### config.mk
export PLATFORM = sky130hd
export DESIGN_NAME = fix_frame_extractor
export DESIGN_NICKNAME = d
export VERILOG_FILES = /design/src/sv/ffe_pkg.sv /design/src/sv/ffe_out_fifo.sv /design/src/sv/ffe_parser.sv /design/src/sv/fix_frame_extractor.sv
export VERILOG_INCLUDE_DIRS = /design/src /design/src/sv
export SDC_FILE = /design/constraint.sdc
export NUM_CORES = 1
export LEC_CHECK = 0
export BUFFER_PORTS_ARGS = -buffer_cell sky130_fd_sc_hd__buf_2
export CORE_MARGIN = 1.5
export CORE_UTILIZATION = 55
export CTS_CLUSTER_DIAMETER = 30
export CTS_CLUSTER_SIZE = 28
export DETAILED_ROUTE_END_ITERATION = 8
export PLACE_DENSITY = 0.75
export SETUP_SLACK_MARGIN = 0.2
export SYNTH_ARGS = -nofsm -noshare
export SYNTH_HDL_FRONTEND = slang
export SYNTH_SLANG_ARGS = --single-unit
### constraint.sdc
create_clock -name clk -period 3.6 [get_ports clk]
set_clock_uncertainty 0.2 [all_clocks]
set_input_delay 0.72 -clock clk [delete_from_list [all_inputs] [get_ports clk]]
set_output_delay 0.72 -clock clk [all_outputs]
set_load 0.02 [all_outputs]
### src/sv/assert_macros.svh
// assertion macros shared by the framer rtl
// expects clk and arst_n in the scope where a macro is used
`ifndef ASSERT_MACROS_SVH
`define ASSERT_MACROS_SVH

// property checked on every rising clk edge outside reset
`define ASSERT_CLK(label, prop, msg) \
	label: assert property (@(posedge clk) disable iff (!arst_n) (prop)) else $error(msg);

// condition that must never hold
`define ASSERT_NEVER(label, cond, msg) \
	`ASSERT_CLK(label, !(cond), msg)

`endif

### src/sv/ffe_pkg.sv
// shared types and constants of the fix frame extractor
// no dependencies
package ffe_pkg;

	localparam int BYTE_W     = 8;
	localparam int CFG_W      = 16;
	localparam int FIFO_DEPTH = 4;
	localparam int FIFO_AW    = 2;
	localparam int FIFO_CW    = 3;

	localparam logic [BYTE_W-1:0] CHAR_SOH = 8'h01;
	localparam logic [BYTE_W-1:0] CHAR_0   = 8'h30;
	localparam logic [BYTE_W-1:0] CHAR_1   = 8'h31;
	localparam logic [BYTE_W-1:0] CHAR_8   = 8'h38;
	localparam logic [BYTE_W-1:0] CHAR_9   = 8'h39;
	localparam logic [BYTE_W-1:0] CHAR_EQ  = 8'h3D;

	typedef enum logic [3:0] {
		PH_HUNT,
		PH_GOT8,
		PH_HDR,
		PH_HDR_FS,
		PH_HDR_9,
		PH_LEN,
		PH_BODY,
		PH_T1,
		PH_T0,
		PH_TEQ,
		PH_TVAL
	} phase_t;

	typedef enum logic [1:0] {
		ST_OK,
		ST_TRAILER,
		ST_BADLEN,
		ST_TOOBIG
	} status_t;

	typedef struct packed {
		logic [BYTE_W-1:0] data;
		logic              byte_valid;
		logic              first_of_frame;
		logic              last_of_frame;
		status_t           frame_status;
		logic              last_of_step;
	} res_t;

	typedef struct packed {
		logic [1:0] n;
		res_t       r0;
		res_t       r1;
	} push_t;

endpackage

### src/sv/ffe_out_fifo.sv
// four-word result queue, takes up to two words per cycle
// depends on ffe_pkg and assert_macros.svh
`include "assert_macros.svh"

module ffe_out_fifo import ffe_pkg::*; (
	input  logic  clk,
	input  logic  arst_n,
	input  push_t push,
	output logic  room,
	output logic  out_valid,
	input  logic  out_ready,
	output res_t  out_res
);

	res_t                 mem_q [FIFO_DEPTH];
	logic [FIFO_AW-1:0]   wr_ptr_q;
	logic [FIFO_AW-1:0]   rd_ptr_q;
	logic [FIFO_CW-1:0]   count_q;
	logic                 pop;

	assign out_valid = (count_q != '0);
	assign out_res   = mem_q[rd_ptr_q];
	assign pop       = out_valid && out_ready;
	assign room      = (count_q <= FIFO_CW'(FIFO_DEPTH - 2));

	always_ff @(posedge clk) begin
		if (push.n != 2'd0) begin
			mem_q[wr_ptr_q] <= push.r0;
		end
		if (push.n == 2'd2) begin
			mem_q[wr_ptr_q + FIFO_AW'(1)] <= push.r1;
		end
	end

	always_ff @(posedge clk or negedge arst_n) begin
		if (!arst_n) begin
			wr_ptr_q <= '0;
			rd_ptr_q <= '0;
			count_q  <= '0;
		end else begin
			wr_ptr_q <= wr_ptr_q + FIFO_AW'(push.n);
			if (pop) begin
				rd_ptr_q <= rd_ptr_q + FIFO_AW'(1);
			end
			count_q <= count_q + FIFO_CW'(push.n) - FIFO_CW'(pop);
		end
	end

	`ASSERT_NEVER(a_fifo_overflow, count_q > FIFO_CW'(FIFO_DEPTH), "result queue overflow")
	`ASSERT_CLK(a_push_needs_room, (push.n != 2'd0) |-> room, "push without room")
	`ASSERT_CLK(a_empty_ptrs, (count_q == '0) |-> (wr_ptr_q == rd_ptr_q), "pointers apart when empty")

endmodule

### src/sv/ffe_parser.sv
// input register and frame parse state machine
// depends on ffe_pkg and assert_macros.svh
`include "assert_macros.svh"

module ffe_parser import ffe_pkg::*; #(
	parameter int LENGTH_BITS = 16
) (
	input  logic              clk,
	input  logic              arst_n,
	input  logic              in_valid,
	output logic              in_ready,
	input  logic [BYTE_W-1:0] in_byte,
	input  logic [CFG_W-1:0]  max_len,
	input  logic              room,
	output push_t             push
);

	localparam int MW = LENGTH_BITS + 4;
	localparam int CW = LENGTH_BITS + CFG_W;

	logic                   valid_s1;
	logic [BYTE_W-1:0]      byte_s1;
	logic                   advance;

	phase_t                 phase_q, phase_d;
	logic [LENGTH_BITS-1:0] rem_q, rem_d;
	logic [LENGTH_BITS-1:0] acc_q, acc_d;
	logic                   big_q, big_d;
	logic                   seen_q, seen_d;

	res_t                   res0, res1;
	logic [1:0]             n;
	logic [MW-1:0]          acc_next;
	logic                   is_digit;
	logic [BYTE_W-1:0]      want;

	function automatic res_t mk_res(logic [BYTE_W-1:0] b, logic v, logic f, logic l,
			status_t s);
		res_t r;
		r.data           = b;
		r.byte_valid     = v;
		r.first_of_frame = f;
		r.last_of_frame  = l;
		r.frame_status   = s;
		r.last_of_step   = 1'b0;
		return r;
	endfunction

	assign advance  = valid_s1 && room;
	assign in_ready = !valid_s1 || room;

	always_ff @(posedge clk or negedge arst_n) begin
		if (!arst_n) begin
			valid_s1 <= 1'b0;
		end else if (in_ready) begin
			valid_s1 <= in_valid;
		end
	end

	always_ff @(posedge clk) begin
		if (in_ready && in_valid) begin
			byte_s1 <= in_byte;
		end
	end

	always_ff @(posedge clk or negedge arst_n) begin
		if (!arst_n) begin
			phase_q <= PH_HUNT;
			rem_q   <= '0;
			acc_q   <= '0;
			big_q   <= 1'b0;
			seen_q  <= 1'b0;
		end else if (advance) begin
			phase_q <= phase_d;
			rem_q   <= rem_d;
			acc_q   <= acc_d;
			big_q   <= big_d;
			seen_q  <= seen_d;
		end
	end

	assign is_digit = (byte_s1 >= CHAR_0) && (byte_s1 <= CHAR_9);
	assign acc_next = MW'({acc_q, 3'b000}) + MW'({acc_q, 1'b0})
		+ MW'(4'(byte_s1 - CHAR_0));

	always_comb begin
		phase_d = phase_q;
		rem_d   = rem_q;
		acc_d   = acc_q;
		big_d   = big_q;
		seen_d  = seen_q;
		res0    = '0;
		res1    = '0;
		n       = 2'd0;
		want    = CHAR_EQ;
		unique case (phase_q)
			PH_GOT8: begin
				if (byte_s1 == CHAR_EQ) begin
					res0    = mk_res(CHAR_8, 1'b1, 1'b1, 1'b0, ST_OK);
					res1    = mk_res(byte_s1, 1'b1, 1'b0, 1'b0, ST_OK);
					n       = 2'd2;
					phase_d = PH_HDR;
				end else if (byte_s1 != CHAR_8) begin
					phase_d = PH_HUNT;
				end
			end
			PH_HDR, PH_HDR_FS, PH_HDR_9: begin
				res0 = mk_res(byte_s1, 1'b1, 1'b0, 1'b0, ST_OK);
				n    = 2'd1;
				if (byte_s1 == CHAR_SOH) begin
					phase_d = PH_HDR_FS;
				end else if (phase_q == PH_HDR_FS && byte_s1 == CHAR_9) begin
					phase_d = PH_HDR_9;
				end else if (phase_q == PH_HDR_9 && byte_s1 == CHAR_EQ) begin
					phase_d = PH_LEN;
					acc_d   = '0;
					big_d   = 1'b0;
					seen_d  = 1'b0;
				end else begin
					phase_d = PH_HDR;
				end
			end
			PH_LEN: begin
				n = 2'd1;
				if (is_digit) begin
					if (acc_next[MW-1:LENGTH_BITS] != '0) begin
						acc_d = '1;
						big_d = 1'b1;
					end else begin
						acc_d = acc_next[LENGTH_BITS-1:0];
					end
					seen_d = 1'b1;
					res0   = mk_res(byte_s1, 1'b1, 1'b0, 1'b0, ST_OK);
				end else if (byte_s1 == CHAR_SOH) begin
					if (!seen_q) begin
						res0    = mk_res(byte_s1, 1'b1, 1'b0, 1'b1, ST_BADLEN);
						phase_d = PH_HUNT;
					end else if (big_q || (CW'(acc_q) > CW'(max_len))) begin
						res0    = mk_res(byte_s1, 1'b1, 1'b0, 1'b1, ST_TOOBIG);
						phase_d = PH_HUNT;
					end else begin
						res0    = mk_res(byte_s1, 1'b1, 1'b0, 1'b0, ST_OK);
						rem_d   = acc_q;
						phase_d = (acc_q != '0) ? PH_BODY : PH_T1;
					end
				end else begin
					res0    = mk_res(byte_s1, 1'b1, 1'b0, 1'b1, ST_BADLEN);
					phase_d = PH_HUNT;
				end
			end
			PH_BODY: begin
				res0  = mk_res(byte_s1, 1'b1, 1'b0, 1'b0, ST_OK);
				n     = 2'd1;
				rem_d = rem_q - LENGTH_BITS'(1);
				if (rem_d == '0) begin
					phase_d = PH_T1;
				end
			end
			PH_T1, PH_T0, PH_TEQ: begin
				n = 2'd1;
				if (phase_q == PH_T1) begin
					want = CHAR_1;
				end else if (phase_q == PH_T0) begin
					want = CHAR_0;
				end
				if (byte_s1 == want) begin
					res0 = mk_res(byte_s1, 1'b1, 1'b0, 1'b0, ST_OK);
					if (phase_q == PH_T1) begin
						phase_d = PH_T0;
					end else if (phase_q == PH_T0) begin
						phase_d = PH_TEQ;
					end else begin
						phase_d = PH_TVAL;
					end
				end else begin
					res0    = mk_res('0, 1'b0, 1'b0, 1'b1, ST_TRAILER);
					phase_d = (byte_s1 == CHAR_8) ? PH_GOT8 : PH_HUNT;
				end
			end
			PH_TVAL: begin
				n = 2'd1;
				if (byte_s1 == CHAR_SOH) begin
					res0    = mk_res(byte_s1, 1'b1, 1'b0, 1'b1, ST_OK);
					phase_d = PH_HUNT;
				end else begin
					res0 = mk_res(byte_s1, 1'b1, 1'b0, 1'b0, ST_OK);
				end
			end
			default: begin
				phase_d = (byte_s1 == CHAR_8) ? PH_GOT8 : PH_HUNT;
			end
		endcase
		if (n == 2'd1) begin
			res0.last_of_step = 1'b1;
		end else if (n == 2'd2) begin
			res1.last_of_step = 1'b1;
		end
	end

	assign push.n  = advance ? n : 2'd0;
	assign push.r0 = res0;
	assign push.r1 = res1;

	`ASSERT_CLK(a_pair_opens_frame, (push.n == 2'd2) |-> push.r0.first_of_frame,
		"two words without frame start")
	`ASSERT_CLK(a_step_mark, (push.n == 2'd2) |-> (push.r1.last_of_step && !push.r0.last_of_step),
		"step mark misplaced")
	`ASSERT_NEVER(a_body_nonzero, phase_q == PH_BODY && rem_q == '0, "body count zero in body")
	`ASSERT_CLK(a_term_closes, (push.n != 2'd0 && !push.r0.byte_valid) |->
		(push.r0.last_of_frame && push.r0.frame_status == ST_TRAILER), "bad terminator word")

endmodule

### src/sv/fix_frame_extractor.sv
// Byte-serial FIX message framer.
//
// s_axis: one received stream byte per word in s_axis_tdata[7:0].
// m_axis: frame bytes and terminator words. tdata[7:0] is the byte,
//   tlast marks the word that closes a frame and tuser carries the flags
//   (byte_valid, first_of_frame, frame_status, last_of_step).
// cfg_we / cfg_wdata: write of max_body_length, only while the block is idle.
//
// An accepted byte is held in the input register; its result words are
// queued once the queue has room. One byte is taken every cycle while
// the queue has room; the opening "8=" gives two words from one byte,
// which the four-word result queue absorbs while the next bytes come.
// Reset puts the parser in hunt, empties the queue and sets max_body_length
// to 65535. When m_axis stalls the queue fills, the input register holds its
// byte and s_axis_tready drops until at least two queue slots are free.
// Bytes outside a frame give no words.
module fix_frame_extractor import ffe_pkg::*; #(
	parameter int LENGTH_BITS = 16
) (
	input  logic              clk,
	input  logic              arst_n,
	input  logic              s_axis_tvalid,
	output logic              s_axis_tready,
	input  logic [BYTE_W-1:0] s_axis_tdata,  // in_byte
	output logic              m_axis_tvalid,
	input  logic              m_axis_tready,
	output logic [BYTE_W-1:0] m_axis_tdata,  // out_byte
	output logic              m_axis_tlast,  // last_of_frame
	output logic [4:0]        m_axis_tuser,  // byte_valid, first_of_frame, frame_status[1:0], last_of_step
	input  logic              cfg_we,
	input  logic [CFG_W-1:0]  cfg_wdata
);

	logic [CFG_W-1:0] max_len_q;
	logic             room;
	push_t            push;
	res_t             out_res;

	always_ff @(posedge clk or negedge arst_n) begin
		if (!arst_n) begin
			max_len_q <= '1;
		end else if (cfg_we) begin
			max_len_q <= cfg_wdata;
		end
	end

	ffe_parser #(
		.LENGTH_BITS(LENGTH_BITS)
	) u_parser (
		.clk     (clk),
		.arst_n  (arst_n),
		.in_valid(s_axis_tvalid),
		.in_ready(s_axis_tready),
		.in_byte (s_axis_tdata),
		.max_len (max_len_q),
		.room    (room),
		.push    (push)
	);

	ffe_out_fifo u_fifo (
		.clk      (clk),
		.arst_n   (arst_n),
		.push     (push),
		.room     (room),
		.out_valid(m_axis_tvalid),
		.out_ready(m_axis_tready),
		.out_res  (out_res)
	);

	assign m_axis_tdata = out_res.data;
	assign m_axis_tlast = out_res.last_of_frame;
	assign m_axis_tuser = {out_res.last_of_step, out_res.frame_status,
		out_res.first_of_frame, out_res.byte_valid};

endmodule
# Word level (Yosys, flattened, before mapping)
# Memory sizes are Yosys's and may differ from the RTL's.
# Cells that the tools add are included.
[op_classes]
add_sub_neg = 9
mux = 59
order_cmp = 4
n_bitwise = 0
n_mul = 0
eq_ne = 31
div_mod_pow = 0
n_reduce_logical = 24
shift = 0
[op_table]
columns = ["cell", "count"]
rows = [
  ["$mux 16", 9],
  ["$mux 4", 18],
  ["$pmux 14 s5", 1],
  ["$pmux 16 s2", 2],
  ["$mux 14", 3],
  ["$eq 8x6->1 const B", 3],
  ["$pmux 4 s6", 1],
  ["$add 19x17->20", 1],
  ["$add 20x4->20", 1],
  ["$eq 4x3->1 const B", 4],
  ["$gt 16x16->1", 1],
  ["$logic_not 16->1", 1],
  ["$mux 8", 2],
  ["$reduce_bool 16->1", 1],
  ["$sub 16x1->16 const B", 1],
  ["$mux 1", 15],
  ["$ne 2x1->1 const B", 7],
  ["$eq 4x4->1 const B", 3],
  ["$mux 12", 1],
  ["$reduce_and 6->1", 2],
  ["$reduce_or 9->1", 1],
  ["$eq 4x2->1 const B", 2],
  ["$eq 8x1->1 const B", 1],
  ["$eq 8x8->1", 1],
  ["other kinds (28)", 45],
]
[word_totals]
output_inout_bits = 16
latch_bits = 0
romBits = 0
mem_count = 1
in_bits = 29
reg_bits = 70
ramBits = 56
elab_cells = 139
[memory_table]
columns = ["memory", "depth", "width", "read_ports", "rd_ports_with_merged_regs", "wr", "line", "rtl"]
rows = [
  ["u_fifo.mem_q", 4, 14, 1, 0, 2, "ffe_out_fifo.sv:15", "res_t mem_q [FIFO_DEPTH];"],
]

# Depth between registers and ports, before layout
# Gate-level depths: netlist of run 1.
[depth]
depth_word = 8
mapped_depth = 13
mapped_depth_nobuf = 12

# Modules after synthesis
# A second synthesis of run 1 with hierarchy kept.
[unflattened]
hier_cells = 770
hier_area_um2 = 8603.3
[by_module_without_submodules]
columns = ["mod", "n_inst", "area_each_um2", "seq_area_each_um2", "cells_each"]
rows = [
  ["ffe_parser", 1, 4740.8, 1216.2, 557],
  ["ffe_out_fifo", 1, 3193.1, 1856.8, 179],
  ["fix_frame_extractor", 1, 669.4, 420.4, 34],
]

# Least setup slack after synthesis of run 1
# No wires, ideal clock.
[synth_path]
kind = "flip-flop to flip-flop"
start = "reg u_parser.acc_q[0]"
end = "reg u_parser.acc_q[10]"
arrival_time_ns = 3.239
stages_incl_launch_ff = 13
synth_period_minus_slack_ns = 3.580
required_time_ns = 3.259
slack_ns = 0.020
n_path_buf = 1
setup_ns = 0.141
cell_sequence = "dfrtp_1 -> fa_1 -> inv_1 -> fa_1 -> nor2b_1 -> o21ai_0 -> and2_1 -> o21ai_0 -> a31oi_1 -> mux2i_1 -> nor4_2 -> clkbuf_1 -> a31oi_1"
[synth_between]
elab_chain_len = 6
[synth_rtl]
columns = ["element", "line", "rtl"]
rows = [
  ["from (decl)", "ffe_parser.sv:27", "logic [LENGTH_BITS-1:0] acc_q, acc_d;"],
  ["from (signal assigned)", "ffe_parser.sv:70", "acc_q <= '0;"],
  ["from (signal assigned)", "ffe_parser.sv:76", "acc_q <= acc_d;"],
  ["$add 19x17->20 *", "ffe_parser.sv:83", "assign acc_next = MW'({acc_q, 3'b000}) + MW'({acc_q, 1'b0})"],
  ["$add 20x4->20 *", "ffe_parser.sv:84", "+ MW'(4'(byte_s1 - CHAR_0));"],
  ["$reduce_bool 4->1", "ffe_parser.sv:126", "if (acc_next[MW-1:LENGTH_BITS] != '0) begin"],
  ["$mux 16 *", "ffe_parser.sv:126", ""],
  ["$mux 16 *", "ffe_parser.sv:125", "if (is_digit) begin"],
  ["$pmux 16 s2 *", "ffe_parser.sv:96", "unique case (phase_q)"],
]
# Mark *: on every way between the ends. The rest lies on a longest branch, timed or not. The select of a mux whose other input is x is not followed.
# A chain may end at the register's enable or synchronous reset.

# Worst setup path after layout of run 1
[layout_path]
start = "reg u_parser.acc_q[4]"
end = "reg u_parser.acc_q[8]"
# The elaborated chain is that of the path after synthesis.

==> results of run 1 <==
registers in the layout, indices dropped and copies added, names as in the netlist, 2 cells and up:
register          flops
u_fifo.rd_ptr_q       2
u_parser.byte_s1      8
u_fifo.count_q        3
u_fifo.wr_ptr_q       2
max_len_q            16
u_fifo.mem_q         56
u_parser.rem_q       16
u_parser.phase_q      4
u_parser.acc_q       16
power breakdown:
part | internal (uW) | switching, uW
sequential | 1570 | 84.3
combinational | 291 | 401
clock | 1040 | 692
worst paths after layout:
| path | to | slack [ps] | cells after the start |
|---|---|---|---|
| min in group clk | u_fifo.mem_q[3][4] | 240 | 2 |
| min | u_parser.acc_q[15] | 220 | 1 |
| max reg2reg | u_parser.acc_q[8] | 210 | 10 |
| max | u_parser.acc_q[8] | 210 | 10 |
| max in group asynchronous | max_len_q[1] | 2210 | 2 |
| min reg2reg | u_fifo.mem_q[3][4] | 240 | 2 |
worst max-delay path: stages (launching register included):
cell	delay, ps
dfrtp_2	470
ha_1	370
ha_4	320
nand4_1	160
nor3_2	240
o21ai_2	110
a31oi_2	250
nor4_1	80
a211o_1	320
or4_1	470
o31a_1	280
Yosys cell counts, types with 10 or more instances:
library cell  count  area, um^2
o21ai_0          68       340.3
a31oi_1          17       106.4
nor2b_1          11       68.82
dfxtp_1          16       320.3
edfxtp_1         48        1441
dfstp_2          16       420.4
ha_1             53       663.1
inv_1            37       138.9
and2_1           10       62.56
mux4_2           14       315.3
nand3_1          36       180.2
clkbuf_1         24       90.09
nor3_1           12       60.06
a21oi_1          68       340.3
dfrtp_1          46        1151
nor2_1           68       255.2
nand2_1          77       289.0
metal layers:
metal	track usage [%]	up-vias
li1	-	2995
met1	33.04	3126
met2	47.41	224
met3	5.708	61
met4	13.68	0
met5	0	-
stage by stage:
step	utilization (%)	hold WS (ps)
final	66.69	215.1
after detailed placement	60.00	237.9
after global routing	66.69	272.8
after CTS	64.70	226.1
after floorplan	-	218.5
after global placement	60.00	229.7
cells by family (layout without fill, tap and decap cells):
family	Yosys count	after routing	synth area share [%]
AOI/OAI and AO/OA	204	204	15.83
xor gates and xnor gates	17	17	1.954
adders and majority gates	56	56	9.491
buffers and inverters	76	156	5.222
DFF	126	126	43.74
muxes	22	22	5.271
and+or+nand+nor	277	277	18.49
cell type report:
| cell class | count | area share, % |
|---|---|---|
| Clock inverter | 12 | 1.386 |
| Inverter | 37 | 1.554 |
| Sequential cell | 126 | 37.38 |
| Clock buffer | 20 | 5.349 |
| Tap cell | 176 | 2.464 |
| Multi-Input combinational cell | 576 | 45.60 |
| Timing Repair Buffer | 87 | 6.259 |
what timing repair did:
item                                    4_1_cts  5_1_grt
pin swaps                                     3       15
setup buffers                                 0       14
endpoints found under the setup margin       35       36
resized for setup                             6       35
==> impl_metrics.json, run 1 <==
{
  "core_um2": 13400,
  "io-pin-count": 45,
  "dpl-instance-area_um2": 8040,
  "grt_pass1_vias": 6423,
  "nFillCells": 982,
  "layout_common_cells": "77 x nand2_1, 68 x nor2_1, 67 x a21oi_1",
  "synthCells": 778,
  "syn_to_final_growth_pct": 17.27,
  "worst_r2r_startpoint": "u_parser.acc_q[4]",
  "drt_iter0_markers": 612,
  "clk_path_buf_depth": 2,
  "wl_per_cell_um": 18.64,
  "grtUsageTotal_pct": 27.65,
  "yosysUniqueCellTypes": 80,
  "syn_nets": 863,
  "grt_overflow": 0,
  "crit_start": "u_parser.acc_q[4]",
  "die_w_um": 120.7,
  "slew_headroom_pct": 41.89,
  "synth_flop_cell": "edfxtp_1",
  "initial_core_util_pct": 56.86,
  "fin_ws_ps": 205.7,
  "clock_sinks": 126,
  "synth_edf_count": 48,
  "rows": 42,
  "dp_slack_ps": 87.54,
  "stdcell_count": 1034,
  "synth.avg_cell_area_um2": 9.794,
  "wl_met2_um": 9845,
  "routed.top_layer": "met4",
  "yosys_warnings": 0,
  "die_y_um": 120.7,
  "first_pass_iters": 5,
  "ys_seq_area_share_pct": 43.74,
  "grt_max_degree": 41,
  "critPathLaunchType": "flop",
  "syn_area_um2": 7620,
  "final_common_cell": "nand2_1",
  "leakage_uw": 0.003857,
  "cts_buffers": 17,
  "cellPowerDensity_nw_per_um2": 457.4,
  "place_hpwl_um": 13280,
  "route.vias.total": 6406,
  "status": "finished clean",
  "register_area_um2": 3341,
  "routedLengthMet1_um": 7828,
  "critPathMaxFanout": 6,
  "fin_nets": 930,
  "clk_pin_slew_ps": 60,
  "hold_buffers": 0,
  "cp-end-kind": "flop",
  "diodes": 0,
  "antenna_left": 0,
  "finalHoldViolCount": 0,
  "min_period_ps": 3394,
  "max_freq_ghz": 0.2946,
  "min-delay-path-class": "in -> async",
  "multi_input_area_um2": 4075,
  "critical_path_arrival_ps": 3500,
  "grt_pass1_wl_um": 31430,
  "synth-seq-cells": 126,
  "via_per_inst": 6.195,
  "total_power_uw": 4087,
  "rsz0062_at_grt": "true",
  "clk_latency_ps": 430,
  "routabilityCongestion": 0.9017,
  "tightest_slew_ps": 871.7,
  "drive_above_1_share_pct": 22.96,
  "finalMaxSlewViolations": 0,
  "max_cap_viol_count": 0,
  "post-place-cells": 988,
  "cts_tree": "built",
  "routed_wl_um": 19280,
  "setup_tns_ps": 0,
  "root_buffer": "clkbuf_16",
  "antenna_found_initial": 0,
  "fin_crit_sh_pct": 94.29,
  "die-area_um2": 14570,
  "dr_wl_met3_um": 904,
  "cp.required_ps": 3710,
  "irDropWorstVdd_mv": 0.3059,
  "cts-htree-levels": 4,
  "io_buffer_count": 44,
  "synthArstFlopShare_pct": 49.21,
  "drc_errors": 0,
  "setup_viol_count_final": 0,
  "criticalPathCategory": "reg -> reg",
  "stdcell_area_um2": 8936
}
Power figures use the tool's default switching activity.
==> run 2, diff against run 1 <==
Settings changed: PLACE_DENSITY 0.75 to 0.72.
Clock period 3.6 ns to 3.8 ns, I/O delays scaled along.
==> run 2 against run 1 <==
Net effect:
- clock power decreased by 9%
- sequential share of layout area increased by 1.5 points
- global-route usage decreased by 0.87 points
- combinational power decreased by 6.4%
- register-to-register slack improved by 50 ps
- sequential power fell by 5%
- worst hold slack improved by 12 ps
- fmax down 4.3%
- cell count decreased by 2.2%
- first-iteration DRC count grew 5.7%
- worst setup slack better by 47 ps
- die area did not move
==> impl_metrics.json, run 2 (synthesized netlist as in run 1, its figures left out) <==
{
  "rows": 42,
  "register_area_um2": 3336,
  "fin_nets": 907,
  "clk_latency_ps": 430,
  "grt_pass1_wl_um": 30110,
  "grt_max_degree": 41,
  "cts_buffers": 17,
  "grt_overflow": 0,
  "antenna_left": 0,
  "post-place-cells": 978,
  "io-pin-count": 45,
  "initial_core_util_pct": 56.86,
  "hold_buffers": 0,
  "cp-end-kind": "flop",
  "io_buffer_count": 44,
  "cts_tree": "built",
  "multi_input_area_um2": 3918,
  "core_um2": 13400,
  "critical_path_arrival_ps": 3690,
  "cp.required_ps": 3940,
  "min-delay-path-class": "in -> async",
  "syn_to_final_growth_pct": 12.53,
  "max_freq_ghz": 0.2819,
  "clock_sinks": 126,
  "rsz0062_at_grt": "true",
  "finalHoldViolCount": 0,
  "routed_wl_um": 18240,
  "stdcell_count": 1011,
  "tightest_slew_ps": 910.3,
  "grtUsageTotal_pct": 26.77,
  "criticalPathCategory": "reg -> reg",
  "regMostFlops": "u_fifo.mem_q",
  "die_y_um": 120.7,
  "largest_reg_flops": 56,
  "root_buffer": "clkbuf_16",
  "hold_slack_ps": 227.4,
  "die-area_um2": 14570,
  "path_common_cell": "a21oi_1",
  "clk_path_buf_depth": 2,
  "layout_common_cells": "77 x nand2_1, 68 x a21oi_1, 68 x nor2_1",
  "critPathMaxFanout": 25,
  "grt_pass1_vias": 6122,
  "die_w_um": 120.7,
  "min_period_ps": 3547,
  "via_per_inst": 6.096,
  "slew_headroom_pct": 39.13,
  "critPathLaunchType": "flop",
  "finalMaxSlewViolations": 0,
  "diodes": 0,
  "drt_iter0_markers": 647,
  "irDropWorstVdd_mv": 0.3072,
  "drc_errors": 0,
  "route.vias.total": 6163,
  "leakage_uw": 0.003724,
  "cts-htree-levels": 4,
  "status": "finished clean",
  "max_cap_viol_count": 0,
  "cp_slowest_cell": "or3_2",
  "routabilityCongestion": 0.8712,
  "worst_path_largest_cell_delay_ps": 550,
  "setup_tns_ps": 0,
  "place_hpwl_um": 13120,
  "nFillCells": 1067,
  "fin_crit_sh_pct": 93.35,
  "cp_cell_sequence": "inv_1 > ha_1 > and4_1 > a2111oi_1 > nor2_1 > o41a_1 > or3_2 > a21oi_2 > buf_8 > a21oi_1 > a21oi_1",
  "clk_pin_slew_ps": 60,
  "wl_per_cell_um": 18.04,
  "drive_above_1_share_pct": 17.96,
  "antenna_found_initial": 0,
  "cellPowerDensity_nw_per_um2": 444.4,
  "total_power_uw": 3811,
  "first_pass_iters": 5,
  "final_common_cell": "nand2_1",
  "setup_viol_count_final": 0
}
run 2: worst paths after layout:
kind                                    start  cells after the start  slack, ps            endpoint
hold / removal                         arst_n                      1        230   u_parser.acc_q[2]
hold reg to reg            u_fifo.mem_q[2][4]                      2        250  u_fifo.mem_q[2][4]
setup reg to reg                max_len_q[10]                     11        250  u_parser.rem_q[12]
min in group clk           u_fifo.mem_q[2][4]                      2        250  u_fifo.mem_q[2][4]
max in group asynchronous              arst_n                      2       2310   u_parser.rem_q[6]
setup / recovery                max_len_q[10]                     11        250  u_parser.rem_q[12]
run 2: layout make-up:
cell class                 count  area share, %
clock buffer                  19          5.297
clock inverter                13          1.518
inverter                      37          1.620
multi-input combinational    576          45.69
sequential                   126          38.90
tap                          176          2.568
timing repair buffer          64          4.407
run 2: where the power goes:
part	switching, uW	internal (uW)
Clock	641	951
Combinational	377	271
Sequential	78.9	1490
run 2: per-stage QoR:
stage          instance area [um^2]  worst slack, ps  utilization [%]
2_1_floorplan                  7620            219.8                -
3_3_place_gp                   7944            230.1            59.28
3_5_place_dp                   7944            97.88            59.28
4_1_cts                        8532            225.1            63.67
5_1_grt                        8574            168.9            63.99
6_report                       8574            252.6            63.99
run 2: layer usage:
layer | track usage, % | part of all wire (%) | vias up
met5 | 0 | 0 | -
met4 | 11.54 | 3.0 | 0
met3 | 5.519 | 4.6 | 42
met2 | 47.12 | 52 | 203
met1 | 31.67 | 40 | 2970
li1 | - | - | 2948
run 2: repair_timing:
| item | in CTS | in global routing |
|---|---|---|
| endpoints found under the setup margin | 2 | 32 |
| resized for setup | 2 | 10 |
| pin swaps | 0 | 3 |
| buffers inserted | 0 | 1 |
run 2: critical path, delay by kind of cell (launching register included):
kind            cells  cell delay (ps)
fa+ha+maj           1              330
simple gates        3              890
flops               1              510
compound gates      5             1280
buf+inv             2              260
==> run 3, diff against run 2 <==
Settings changed: ABC_AREA set to 1, SYNTH_HIERARCHICAL set to 1.
==> run 3 against run 2 <==
Net effect:
- sequential cell count did not move
- worst hold slack got worse by 43 ps
- first-iteration DRC count fell by 17%
- utilization fell by 2.3 points
- sequential power barely moved
- die area rose by 15%
- cell count rose by 46%
- via count rose by 25%
==> impl_metrics.json, run 3 <==
{
  "critPathLaunchType": "flop",
  "path_buf_inv": 0,
  "regMostFlops": "u_fifo/mem_q",
  "clk_path_buf_depth": 2,
  "die_w_um": 129.7,
  "slew_headroom_pct": 36.53,
  "grt_max_degree": 46,
  "worstRegToRegCells": 14,
  "dpl-instance-area_um2": 9199,
  "die-area_um2": 16830,
  "worst_path_largest_cell_delay_ps": 570,
  "antenna_found_initial": 0,
  "synth_edf_count": 64,
  "critical_path_arrival_ps": 3330,
  "final_common_cell": "nand2_1",
  "setup_viol_count_final": 0,
  "grt_pass1_vias": 7214,
  "synth.largest_area_cell": "edfxtp_1",
  "status": "finished clean",
  "io-pin-count": 45,
  "ys_seq_area_share_pct": 39.56,
  "die_y_um": 129.7,
  "cellPowerDensity_nw_per_um2": 396.6,
  "cts-htree-levels": 4,
  "cp.required_ps": 3890,
  "cp_cell_sequence": "fa_1 > fa_1 > nand3_1 > nand3_2 > nand3_1 > nand2_2 > nand2_1 > nand2_1 > nand2_1 > nand2_1 > nor2_1 > nand2_2 > o21ai_0 > nand2_1",
  "synth.most_common_cell": "nand2_1",
  "core_um2": 15770,
  "synth.avg_cell_area_um2": 7.298,
  "grtUsageTotal_pct": 26.10,
  "fin_ws_ps": 560.9,
  "synth-seq-cells": 126,
  "yosys_warnings": 6,
  "stdcell_area_um2": 9729,
  "min_period_ps": 3239,
  "cts_setup_buffers": 0,
  "layout_common_cells": "466 x nand2_1, 115 x inv_1, 101 x nor2_1",
  "synthCells": 1210,
  "drt_iter0_markers": 538,
  "dp_slack_ps": 575.8,
  "rows": 46,
  "fin_nets": 1338,
  "diodes": 0,
  "synthTopCellsByArea": "edfxtp_1 22%, nand2_1 20%, dfrtp_1 13%",
  "grt_overflow": 0,
  "path_common_cell": "nand2_1",
  "min-delay-path-class": "in -> async",
  "largest_reg_flops": 56,
  "max_freq_ghz": 0.3087,
  "initial_core_util_pct": 56.00,
  "critPathMaxFanout": 17,
  "setup_tns_ps": 0,
  "yosysUniqueCellTypes": 42,
  "drc_errors": 0,
  "fin_crit_sh_pct": 85.24,
  "critPathTopFamily": "simple AND/OR/NAND/NOR gates",
  "cts_tree": "built",
  "cp_slowest_cell": "fa_1",
  "grt_pass1_wl_um": 34090,
  "clock_sinks": 126,
  "syn_to_final_growth_pct": 10.17,
  "place_hpwl_um": 15220,
  "via_per_inst": 5.193,
  "syn_area_um2": 8831,
  "cts_buffers": 17,
  "route.vias.total": 7691,
  "synthArstFlopShare_pct": 49.21,
  "irDropWorstVdd_mv": 0.2735,
  "clk_latency_ps": 410,
  "first_pass_iters": 5,
  "routed_wl_um": 21050,
  "synth_flop_cell": "edfxtp_1",
  "antenna_left": 0,
  "io_buffer_count": 44,
  "tightest_slew_ps": 949.8,
  "hold_buffers": 0,
  "synth.top_cell.area_share_pct": 21.76,
  "clk_pin_slew_ps": 50,
  "max_cap_viol_count": 0,
  "routabilityCongestion": 0.9072,
  "leakage_uw": 0.005107,
  "cp-end-kind": "flop",
  "cts_resized": 0,
  "wl_per_cell_um": 14.21,
  "drive_above_1_share_pct": 13.75,
  "hold_slack_ps": 184.8,
  "criticalPathCategory": "reg -> reg",
  "path_depth": 14,
  "root_buffer": "clkbuf_16",
  "yosys-top-cells-count": "466 x nand2_1, 115 x inv_1, 101 x nor2_1",
  "finalHoldViolCount": 0,
  "finalMaxSlewViolations": 0,
  "rsz0062_at_grt": "false"
}
==> run 3: cell types whose count changed after synthesis, sizes merged, moves of 14 or more <==
cell    before  now
buf          5   33
clkbuf      33    8
edfxtp      48   64
inv         37  132
dfxtp       16    0
a21oi       69   29
mux4        14    0
o21ai       69   91
nand3       37   84
nand2       77  481
a31oi       17    0
nor2        68  114
==> run 3: path summary, 6_finish.rpt <==
| kind | start | end | slack [ps] |
|---|---|---|---|
| hold / removal | arst_n | u_fifo/rd_ptr_q[0] | 180 |
| max in group asynchronous | arst_n | u_parser/valid_s1 | 2450 |
| hold reg to reg | max_len_q[11] | max_len_q[11] | 260 |
| setup reg to reg | u_parser/byte_s1[3] | u_parser/acc_q[0] | 560 |
| min in group clk | max_len_q[11] | max_len_q[11] | 260 |
| setup / recovery | u_parser/byte_s1[3] | u_parser/acc_q[0] | 560 |
==> run 3: final cells by class <==
| type | instances | area, um^2 |
|---|---|---|
| fill | 1501 | 6041 |
| multi-input combinational | 916 | 4597 |
| sequential | 126 | 3493 |
| inverter | 133 | 505.5 |
| clock buffer | 18 | 429.2 |
| timing repair buffer | 59 | 332.8 |
| tap | 216 | 270.3 |
| clock inverter | 13 | 101.3 |
==> run 3: power by group <==
group | switching, uW | internal, uW | total, uW | leakage [uW]
sequential | 56.2 | 1520 | 1570 | 0.00142
combinational | 583 | 239 | 822 | 0.00343
clock | 583 | 882 | 1460 | 0.000251
total | 1220 | 2640 | 3860 | 0.00511
==> run 3: cell families (layout without fill, tap and decap cells) <==
group,after synthesis,after routing,share of synthesized area (%)
AO/OA/AOI/OAI,128,128,8.076
XOR/XNOR,15,15,1.488
adder cells (fa/ha/maj),56,56,8.189
buffers and inverters,174,223,8.643
flip-flops,126,126,39.56
multiplexers,1,1,0.1134
other,1,7,0.04246
AND/OR/NAND/NOR,709,709,33.89
==> run 3: metal layers <==
layer	wire (um)	GRT usage, %	vias to the layer above
met2	10610	47.00	191
met1	8721	29.74	3483
met5	0	0	-
met3	886	4.797	67
met4	828	13.01	0
li1	-	-	3950
==> run 3: metrics by stage <==
| stage | power [uW] | utilization, % | cells |
|---|---|---|---|
| finish | 3858 | 61.69 | 1481 |
| global route | 4069 | 61.69 | 1481 |
| CTS | 3889 | 61.69 | 1481 |
| detailed placement | 2423 | 58.33 | 1450 |
| global placement | 2404 | 58.33 | 1450 |
| floorplan | 2174 | - | 1216 |
